## src/rtl/core/rvc_pkg.sv

```systemverilog
// Shared types and constants for the range value count block.
package rvc_pkg;

	localparam int DEPTH_DEFAULT = 1024;
	localparam int POS_W         = 11;
	localparam int VALUE_W       = 32;
	localparam int QUEUE_DEPTH   = 2;

	localparam logic [1:0] ACT_CLEAR  = 2'd0;
	localparam logic [1:0] ACT_APPEND = 2'd1;
	localparam logic [1:0] ACT_QUERY  = 2'd2;

	localparam logic [POS_W-1:0] COUNT_MAX = {POS_W{1'b1}};

	typedef struct packed {
		logic [1:0]               action;
		logic signed [VALUE_W-1:0] item_value;
		logic [POS_W-1:0]         range_start;
		logic [POS_W-1:0]         range_end;
	} rvc_in_t;

	typedef struct packed {
		logic [POS_W-1:0] match_count;
		logic             overflow_flag;
	} rvc_out_t;

	typedef enum logic [1:0] {
		CMD_CLEAR,
		CMD_APPEND,
		CMD_QUERY
	} cmd_kind_t;

	typedef struct packed {
		cmd_kind_t          kind;
		logic [VALUE_W-1:0] value;
		logic [POS_W-1:0]   first;
		logic [POS_W-1:0]   last;
	} cmd_t;

	typedef struct packed {
		logic valid;
		cmd_t cmd;
	} cmd_beat_t;

	typedef enum logic [1:0] {
		BK_IDLE,
		BK_SCAN,
		BK_FLUSH,
		BK_DONE
	} back_state_t;

endpackage

```

## src/rtl/core/rvc_front.sv

```systemverilog
// Front end: accepts input beats, classifies them and queues commands.
module rvc_front (
	input  logic            clk,
	input  logic            arst_n,
	input  logic            in_valid,
	output logic            in_ready,
	input  rvc_pkg::rvc_in_t in_data,
	output rvc_pkg::cmd_beat_t cmd_out,
	input  logic            cmd_pop
);
	import rvc_pkg::*;

	cmd_t       q_mem [QUEUE_DEPTH];
	logic       wr_ptr_q;
	logic       rd_ptr_q;
	logic [1:0] cnt_q;
	cmd_t       cmd_new;
	logic       keep;
	logic       push;
	logic       pop;

	always_comb begin
		cmd_new.value = in_data.item_value;
		cmd_new.first = (in_data.range_start == '0) ? POS_W'(1) : in_data.range_start;
		cmd_new.last  = in_data.range_end;
		cmd_new.kind  = CMD_CLEAR;
		keep          = 1'b1;
		unique case (in_data.action)
			ACT_CLEAR:  cmd_new.kind = CMD_CLEAR;
			ACT_APPEND: cmd_new.kind = CMD_APPEND;
			ACT_QUERY:  cmd_new.kind = CMD_QUERY;
			default:    keep = 1'b0;
		endcase
	end

	assign in_ready      = (cnt_q != 2'(QUEUE_DEPTH));
	assign push          = in_valid && in_ready && keep;
	assign pop           = cmd_pop && (cnt_q != '0);
	assign cmd_out.valid = (cnt_q != '0);
	assign cmd_out.cmd   = q_mem[rd_ptr_q];

	always_ff @(posedge clk) begin
		if (push) begin
			q_mem[wr_ptr_q] <= cmd_new;
		end
	end

	always_ff @(posedge clk or negedge arst_n) begin
		if (!arst_n) begin
			wr_ptr_q <= 1'b0;
			rd_ptr_q <= 1'b0;
			cnt_q    <= '0;
		end else begin
			if (push) begin
				wr_ptr_q <= ~wr_ptr_q;
			end
			if (pop) begin
				rd_ptr_q <= ~rd_ptr_q;
			end
			if (push && !pop) begin
				cnt_q <= cnt_q + 2'd1;
			end else if (pop && !push) begin
				cnt_q <= cnt_q - 2'd1;
			end
		end
	end

endmodule

```

## config.mk

```make
export PLATFORM = sky130hd
export DESIGN_NAME = rvc_front
export DESIGN_NICKNAME = d
export VERILOG_FILES = /design/src/rtl/core/rvc_pkg.sv /design/src/rtl/core/rvc_front.sv
export SDC_FILE = /design/constraint.sdc
export NUM_CORES = 1
export LEC_CHECK = 0
export ABC_AREA = 1
export BUFFER_PORTS_ARGS = -buffer_cell sky130_fd_sc_hd__buf_4
export CAP_MARGIN = 40
export CORE_AREA = 2 2 95 97
export DETAILED_ROUTE_END_ITERATION = 10
export DIE_AREA = 0 0 97 99
export PLACE_DENSITY = 0.78
export SETUP_SLACK_MARGIN = 0.2
export SLEW_MARGIN = 20
export SYNTH_ARGS = -nofsm -noshare
export SYNTH_HDL_FRONTEND = slang
export SYNTH_SLANG_ARGS = --single-unit
export TNS_END_PERCENT = 20
```

## constraint.sdc

```tcl
create_clock -name clk -period 5.3 [get_ports clk]
set_input_delay 0.53 -clock clk [delete_from_list [all_inputs] [get_ports clk]]
set_output_delay 0.53 -clock clk [all_outputs]
set_load 0.03 [all_outputs]
```

==> results of run 1 <==
[worst max-delay path by stage]
stage	endpoint	slack, ps
2_1_floorplan	q_mem[1][0]	1620
5_1_grt	cmd_out[32]	2790
3_3_place_gp	q_mem[1][48]	2900
3_5_place_dp	q_mem[1][48]	2860
4_1_cts	cmd_out[54]	2860
6_report	cmd_out[54]	2910
[flip-flops by register name, summed over array words and instances (netlist names)]
signal	count
cnt_q	2
rd_ptr_q	1
q_mem	112
wr_ptr_q	1
[cells by family (layout without fill, tap and decap cells)]
| group | count (synthesis) | in the layout | synth area share [%] |
|---|---|---|---|
| buf+inv | 33 | 165 | 3.89 |
| flops | 116 | 116 | 78.5 |
| simple gates | 196 | 196 | 16.9 |
| fa+ha+maj | 1 | 1 | 0.284 |
| xor+xnor | 2 | 2 | 0.397 |
[Yosys cell counts]
library cell and count:
xnor2_1 1, nor2_1 9, nand3_1 2, clkbuf_1 11
inv_2 1, ha_1 1, xor2_1 1, buf_4 6
inv_1 10, nand2_1 182, dfrtp_1 4, buf_2 2
and2_0 1, buf_6 3, nand4_1 2, edfxtp_1 112
[what timing repair did]
item,in CTS,in global routing
endpoints found under the setup margin,0,0
endpoints found under the hold margin,4,0
hold buffers,1,0
[layer usage]
metal | GRT usage [%] | routed length (um) | vias up
li1 | - | - | 1385
met1 | 18.9 | 3050 | 1242
met2 | 31.0 | 4380 | 106
met3 | 6.38 | 539 | 13
met4 | 7.80 | 136 | 0
met5 | 0 | 0 | -
[power by group]
part	leakage (nW)	internal, mW	switching [mW]
combinational	1.22	0.442	0.935
sequential	1.08	1.20	0.0431
clock	0.297	0.767	0.392
total	2.60	2.41	1.37
[worst max-delay path: cells and delay by family, from the launching register on]
family / cells / cell delay, ps
DFF: 1 / 400
and+or+nand+nor: 2 / 160
buffers and inverters: 3 / 800
[metrics by stage]
step                      cell area, um2  utilization [%]  power [mW]  std cells  hold WS, ps
final                               5980             70.0        3.78        588          212
after floorplan                     4410                -        2.17        348          234
after global routing                5980             70.0        3.96        588          186
after global placement              5330             62.3        2.61        554          328
after detailed placement            5350             62.6        2.66        555          330
after CTS                           5980             70.0        3.83        588          187
[final cells by class]
type                       instances  area share (%)
clock buffer                      17            6.92
clock inverter                    15            3.43
inverter                          11           0.690
multi-input combinational        199            13.1
sequential                       116            57.9
tap                              108            2.26
timing repair buffer             122            15.7
==> impl_metrics.tcl, run 1 <==
set metrics [dict create \
    outcome "completed" \
    maxCapViolations 0 \
    yosys_register_bits 116 \
    critical_path_class "flop to primary output" \
    syn-cell-area_um2 4410 \
    grt_start_max_net_pins 57 \
    power_density_nw_per_um2 632 \
    synth_area_leader_cell "edfxtp_1" \
    cts_setup_buffers 0 \
    yosysWarnings 0 \
    post-route-drc-count 0 \
    multi_input_area_um2 783 \
    ff_latch_area_um2 3460 \
    fin_crit_ps 2390 \
    fin_worst_skew_ps 7.84 \
    cts_htree_levels 4 \
    whs_endpoint "q_mem[1][1]" \
    critPathMaxFanout 31 \
    io_pins 118 \
    r2r_slack_ps 3070 \
    cts_root_buf "clkbuf_8" \
    ys_types 16 \
    cp_cell_sequence "inv_2, buf_16, nand2_1, nand2_1, buf_4" \
    critPathLaunch "rd_ptr_q" \
    rsz0062_at_grt "false" \
    antenna_found_initial 0 \
    post-place-ws_ps 2860 \
    irDropWorstVdd_uv 323 \
    area_growth_pct 35.6 \
    ff2ff_path_depth 5 \
    synth_area_leaders "edfxtp_1 76%, nand2_1 15%, dfrtp_1 2.3%" \
    slowest_stage "dfrtp_2" \
    fillCellCount 597 \
    drt_iter0_drc 97 \
    vias_per_cell 4.67 \
    antenna_left 0 \
    first_pass_iters 4 \
    ys_seq_area_share_pct 78.5 \
    cts_resized 0 \
    nNetsFinal 528 \
    rr_endpoint "q_mem[1][50]" \
    synth_top_area_share_pct 76.3 \
    routedWlPerCell_um 13.8 \
    clk_transition_reported_paths_ps 60 \
    grt_pass1_wl_um 12700 \
    fin_crit_sh_pct 45.1 \
    start_util_pct 51.6 \
    cts_buffers 17 \
    hold_viol_final 0 \
    slowest_delay_ps 400 \
    hold_path_class "input pin to flop" \
    chipWidth_um 97 \
    final_cell_mix "182 x nand2_1, 120 x buf_4, 112 x edfxtp_1" \
    finalSetupViolCount 0 \
    drt_wl_total_um 8110 \
    avgSynthCellArea_um2 12.7 \
    cts_sinks 116 \
    syn-num-nets 409 \
    die_h_um 99 \
    hold_depth 1 \
    arrival_ps 1860 \
    gp_congestion 0.730 \
    antennaDiodeCount 0 \
    relSlewSlack_pct 46.1 \
    rows 34 \
    report.final.slew_viol_count 0 \
    drive_gt1_share_pct 32.5 \
    grt-ovfl-total 0 \
    coreArea_um2 8550 \
    dp_hpwl_um 5200 \
    clk_latency_ps 500 \
    p_leak_nw 2.60 \
    dieArea_um2 9600 \
    path_common_cell "nand2_1" \
    end_kind "primary output" \
    num_vias 2746 \
    fmax_mhz 418 \
    io_buffers 117 \
    fin_ws_ps 2910 \
    grt_pass1_vias 2735 \
    reg2reg_from "cnt_q[0]" \
    cts_buffer_depth 2 \
    tns_ps 0 \
    critPathRequiredTime_ps 4770 \
    final_common_cell "nand2_1" \
    postSynthCellCount 348 \
    grt_usage_pct 17.5 \
    critPathLaunchType "flop" \
    cts_tree "done" \
    hp-start "in_data[1]" \
    tightestPinTransition_ps 807 \
]
Note: power is estimated with default switching activity, not from simulation.
==> inputs of run 2 (changes only) <==
CORE_AREA = 2 2 96 98   (was 2 2 95 97)
DIE_AREA = 0 0 98 100   (was 0 0 97 99)
PLACE_DENSITY = 0.77   (was 0.78)
clock period = 2.25 ns   (was 5.3 ns; I/O delays follow)
==> run 2 against run 1 <==
Compared with the run above:
- sequential power rose by 130%
- die area rose by 2.1%
- clock power grew 110%
- clock skew fell by 0.99 ps
- total power grew 130%
- hold slack worse by 180 ps
- setup slack lost 2500 ps
- register-to-register slack worse by 2300 ps
- design area grew 8.4%
- wire length rose by 15%
- critical path type unchanged
- largest cell class unchanged
==> impl_metrics.tcl, run 2 (synthesized netlist as in run 1, its figures left out) <==
set metrics [dict create \
    end_kind "primary output" \
    grt-ovfl-total 0 \
    hold_path_class "input pin to flop" \
    finalSetupViolCount 0 \
    cts_resized 0 \
    drt_wl_total_um 9340 \
    p_int_mw 5.50 \
    combPwrFrac_pct 38.5 \
    largest_reg_flops 112 \
    power_frac_seq_pct 33.4 \
    critical_path_class "flop to primary output" \
    ff_latch_area_um2 3460 \
    grt_usage_pct 19.6 \
    critPathLaunchType "flop" \
    dieArea_um2 9800 \
    final_cell_mix "181 x nand2_1, 121 x buf_4, 112 x edfxtp_1" \
    stdcell_count 646 \
    dp_hpwl_um 5220 \
    gp_congestion 0.691 \
    die_h_um 100 \
    wl_met2_um 5090 \
    coreArea_um2 8890 \
    drt_iter0_drc 134 \
    routedWlPerCell_um 14.5 \
    clk_transition_reported_paths_ps 50 \
    irDropWorstVdd_uv 726 \
    cts_root_buf "clkbuf_8" \
    fmax_mhz 534 \
    switching_share_pct 37.3 \
    path_buf_inv 3 \
    cts_hold_buffers 54 \
    hold_viol_final 0 \
    antenna_left 0 \
    grt_pass1_wl_um 14600 \
    post-route-drc-count 0 \
    fin_worst_skew_ps 6.85 \
    met1_length_um 3640 \
    clk_latency_ps 500 \
    first_pass_iters 4 \
    fillCellCount 563 \
    critPathMaxFanout 31 \
    antennaDiodeCount 0 \
    final_common_cell "nand2_1" \
    antenna_found_initial 0 \
    highest_layer "met4" \
    chipWidth_um 98 \
    rsz0062_at_grt "false" \
    grt_pass1_vias 3102 \
    top_regs "q_mem: 112 flops, cnt_q: 2 flops" \
    arrival_ps 1650 \
    cts_htree_levels 4 \
    relSlewSlack_pct 77.9 \
    cts_tree "done" \
    grt_start_max_net_pins 57 \
    outcome "completed" \
    slowest_delay_ps 410 \
    path_delay_family "buffers and inverters" \
    cts_sinks 116 \
    top_register "q_mem" \
    critPathRequiredTime_ps 2030 \
    area_growth_pct 47.0 \
    dp.cells 560 \
    power.net_switching_mw 3.27 \
    start_util_pct 49.6 \
    cts_buffer_depth 2 \
    slowest_stage "dfrtp_2" \
    tightestPinTransition_ps 331 \
    route.met3.wl_um 545 \
    cts_setup_buffers 0 \
    report.final.slew_viol_count 0 \
    p_leak_nw 2.79 \
    cp_cell_sequence "inv_2, buf_4, nand2_1, nand2_1, buf_4" \
    drive_gt1_share_pct 29.7 \
    vias_per_cell 4.72 \
    io_buffers 117 \
    power.share.clock_pct 28.1 \
    num_vias 3050 \
    fin_crit_ps 1870 \
    rows 35 \
    io_pins 118 \
    cts_buffers 17 \
    power_density_nw_per_um2 1350 \
    nNetsFinal 583 \
    tns_ps 0 \
    maxCapViolations 0 \
    multi_input_area_um2 791 \
    fin_crit_sh_pct 83.3 \
]
==> run 2: cell types whose count changed in the layout (fill, tap and decap cells not counted), sizes merged <==
cell         delta
buf             +2
bufinv          -2
clkbuf          +1
clkinv          +1
clkinvlp        +4
dlygate4sd3    +53
inv             -4
==> run 2: power by group through the flow <==
stage | clock network (mW) | registers (mW) | logic (mW)
2_1_floorplan | 0 | 2.96 | 2.16
3_3_place_gp | 0 | 2.95 | 3.26
3_5_place_dp | 0 | 2.97 | 3.31
4_1_cts | 2.51 | 2.93 | 3.40
5_1_grt | 2.61 | 2.97 | 3.63
6_report | 2.46 | 2.93 | 3.38
==> run 2: cell type report <==
cell class              count  share of cell area [%]
well taps                 111                    2.14
clock buffers              18                    6.44
inverters                  11                   0.695
repair buffers            177                    23.0
flip-flops and latches    116                    53.4
clock inverters            14                    2.14
multi-input cells         199                    12.2
==> run 2: stage by stage <==
step	total power [mW]	setup WS (ps)	hold slack [ps]	area [um2]	utilization, %
final	8.77	376	33.5	6480	72.9
after global routing	9.21	273	19.3	6480	72.9
after CTS	8.84	330	5.76	6480	72.9
after detailed placement	6.28	776	26.3	5390	60.6
after global placement	6.21	827	23.5	5390	60.6
after floorplan	5.11	231	-70.6	4430	-
==> run 2: final timing paths <==
kind,cells past startpoint,slack [ps],start,to
setup reg to reg,5,740,cnt_q[0],q_mem[0][7]
hold / removal,2,30,in_data[55],q_mem[1][54]
min in group asynchronous,2,80,arst_n,wr_ptr_q
setup / recovery,5,380,rd_ptr_q,cmd_out[16]
hold reg to reg,2,480,wr_ptr_q,wr_ptr_q
max in group asynchronous,2,2060,arst_n,rd_ptr_q
==> run 2: metal layers <==
layer / global-route usage, % / vias up
met4: 8.55 / 0
li1: - / 1499
met2: 34.8 / 106
met5: 0 / -
met3: 5.99 / 8
met1: 21.8 / 1437
==> inputs of run 3 (changes only) <==
clock period = 1.9 ns   (was 2.25 ns; I/O delays follow)
==> run 3 against run 2 <==
Compared with the run above:
- global-route usage rose by 0.74 points
- sequential power rose by 20%
- hold slack improved by 2.0 ps
- clock skew barely moved
- critical endpoint is now cmd_out[15]
- non-clock buffer count rose by 19
- final cell count rose by 2.8%
- sequential share of layout area fell by 3.8 points
- highest routed layer unchanged
- critical path depth rose by 2
- clock power rose by 19%
- design area rose by 7.8%
- die area did not move
==> impl_metrics.tcl, run 3 (synthesized netlist as in run 1, its figures left out) <==
set metrics [dict create \
    grt_usage_pct 20.3 \
    critPathLaunch "rd_ptr_q" \
    power_frac_seq_pct 30.3 \
    ff2ff_path_depth 5 \
    arrival_ps 1610 \
    p_int_mw 7.28 \
    critPathMaxFanout 4 \
    coreArea_um2 8890 \
    grt_start_max_net_pins 33 \
    nNetsFinal 602 \
    gp_congestion 0.749 \
    final_common_cell "nand2_1" \
    combPwrFrac_pct 44.5 \
    power.share.clock_pct 25.3 \
    drive_gt1_share_pct 36.7 \
    clk_transition_reported_paths_ps 60 \
    r2r_slack_ps 390 \
    post-route-drc-count 0 \
    cts_buffers 17 \
    first_pass_iters 4 \
    io_buffers 117 \
    rsz0062_at_grt "true" \
    rr_endpoint "q_mem[0][31]" \
    antenna_left 0 \
    final_cell_area_um2 6990 \
    finalSetupViolCount 0 \
    power.net_switching_mw 4.32 \
    p_leak_nw 2.99 \
    fin_crit_sh_pct 94.9 \
    final_cell_mix "154 x nand2_1, 112 x edfxtp_1, 101 x buf_4" \
    relSlewSlack_pct 77.2 \
    start_util_pct 49.6 \
    irDropWorstVdd_uv 950 \
    fmax_mhz 555 \
    reg2reg_from "cnt_q[0]" \
    end_kind "primary output" \
    grt_pass1_vias 3311 \
    die_h_um 100 \
    grt_pass1_wl_um 15100 \
    critical_path_class "flop to primary output" \
    clk_latency_ps 490 \
    cts_htree_levels 4 \
    cts_tree "done" \
    report.final.slew_viol_count 0 \
    crit_path_end "cmd_out[15]" \
    p_total_mw 11.6 \
    chipWidth_um 98 \
    cts_root_buf "clkbuf_8" \
    cts_sinks 116 \
    fin_worst_skew_ps 7.17 \
    critPathLaunchType "flop" \
    largest_reg_flops 112 \
    rows 35 \
    vias_per_cell 4.86 \
    power_density_nw_per_um2 1660 \
    top_regs "q_mem: 112 flops, cnt_q: 2 flops" \
    critPathRequiredTime_ps 1710 \
    dieArea_um2 9800 \
    maxCapViolations 0 \
    antennaDiodeCount 0 \
    drt_wl_total_um 11000 \
    area_growth_pct 58.4 \
    dp_hpwl_um 5590 \
    switching_share_pct 37.2 \
    antenna_found_initial 0 \
    hold_viol_final 0 \
    drt_iter0_drc 145 \
    io_pins 118 \
    outcome "completed" \
    hold_path_class "input pin to asynchronous set/reset pin" \
    fin_crit_ps 1800 \
    routedWlPerCell_um 16.5 \
    cts_buffer_depth 2 \
    placed_area_um2 5440 \
    top_register "q_mem" \
    tightestPinTransition_ps 341 \
    num_vias 3225 \
    utilization_pct 78.6 \
    grt-ovfl-total 0 \
]
## run 3: cell types whose count changed in the layout (fill, tap and decap cells not counted), sizes merged
cell	previous run	this run
buf	123	135
clkbuf	18	20
dlygate4sd3	54	58
## run 3: how the worst min path moves through the flow
stage / cells after the start / end / from
final: 2 / rd_ptr_q / arst_n
after global placement: 1 / cnt_q[0] / arst_n
after CTS: 2 / rd_ptr_q / arst_n
after detailed placement: 1 / cnt_q[1] / arst_n
after floorplan: 0 / cnt_q[0] / arst_n
after global routing: 2 / cnt_q[1] / arst_n
## run 3: what timing repair did
action	in CTS	in global routing
gates resized for setup	12	50
gates cloned	1	3
setup buffers	1	9
hold buffers	58	0
pin swaps	0	7
hold endpoints to repair	117	0
setup endpoints to repair	56	56
## run 3: area by class of cell
| cell class | count | area, um2 |
|---|---|---|
| clock buffer | 17 | 414 |
| tap | 111 | 139 |
| multi-input combinational | 199 | 873 |
| sequential | 116 | 3460 |
| clock inverter | 14 | 140 |
| inverter | 11 | 52.6 |
| fill | 511 | 1900 |
| timing repair buffer | 196 | 1900 |
## run 3: power by group through the flow
stage               registers [mW]  clock network [mW]  logic, mW
finish                        3.51                2.93       5.16
global route                  3.54                3.07       5.46
global placement              3.50                   0       3.97
floorplan                     3.51                   0       2.56
CTS                           3.51                2.94       4.34
detailed placement            3.52                   0       4.02
## run 3: metrics by stage
| stage | setup TNS [ps] | setup WS [ps] | cells | hold slack, ps |
|---|---|---|---|---|
| after floorplan | -5460 | -55.0 | 348 | -106 |
| after global placement | 0 | 468 | 561 | -11.7 |
| after detailed placement | 0 | 416 | 561 | -7.69 |
| after CTS | 0 | 109 | 652 | 5.15 |
| after global routing | 0 | 38.0 | 664 | 24.2 |
| final | 0 | 97.0 | 664 | 35.6 |
## run 3: worst max-delay path: stages, from the launching register on
cell,delay [ps]
dfrtp_2,460
inv_8,90
buf_12,100
buf_8,90
buf_6,120
nand2_2,50
nand2_1,80
buf_6,130
## run 3: per-layer routing
metal | share of wire [%] | GRT usage [%] | routed length, um | vias up
met2 | 53 | 36.7 | 5780 | 144
met1 | 39 | 23.0 | 4260 | 1530
li1 | - | - | - | 1534
met4 | 1.2 | 9.29 | 133 | 0
met5 | 0 | 0 | 0 | -
met3 | 7.2 | 4.60 | 787 | 17
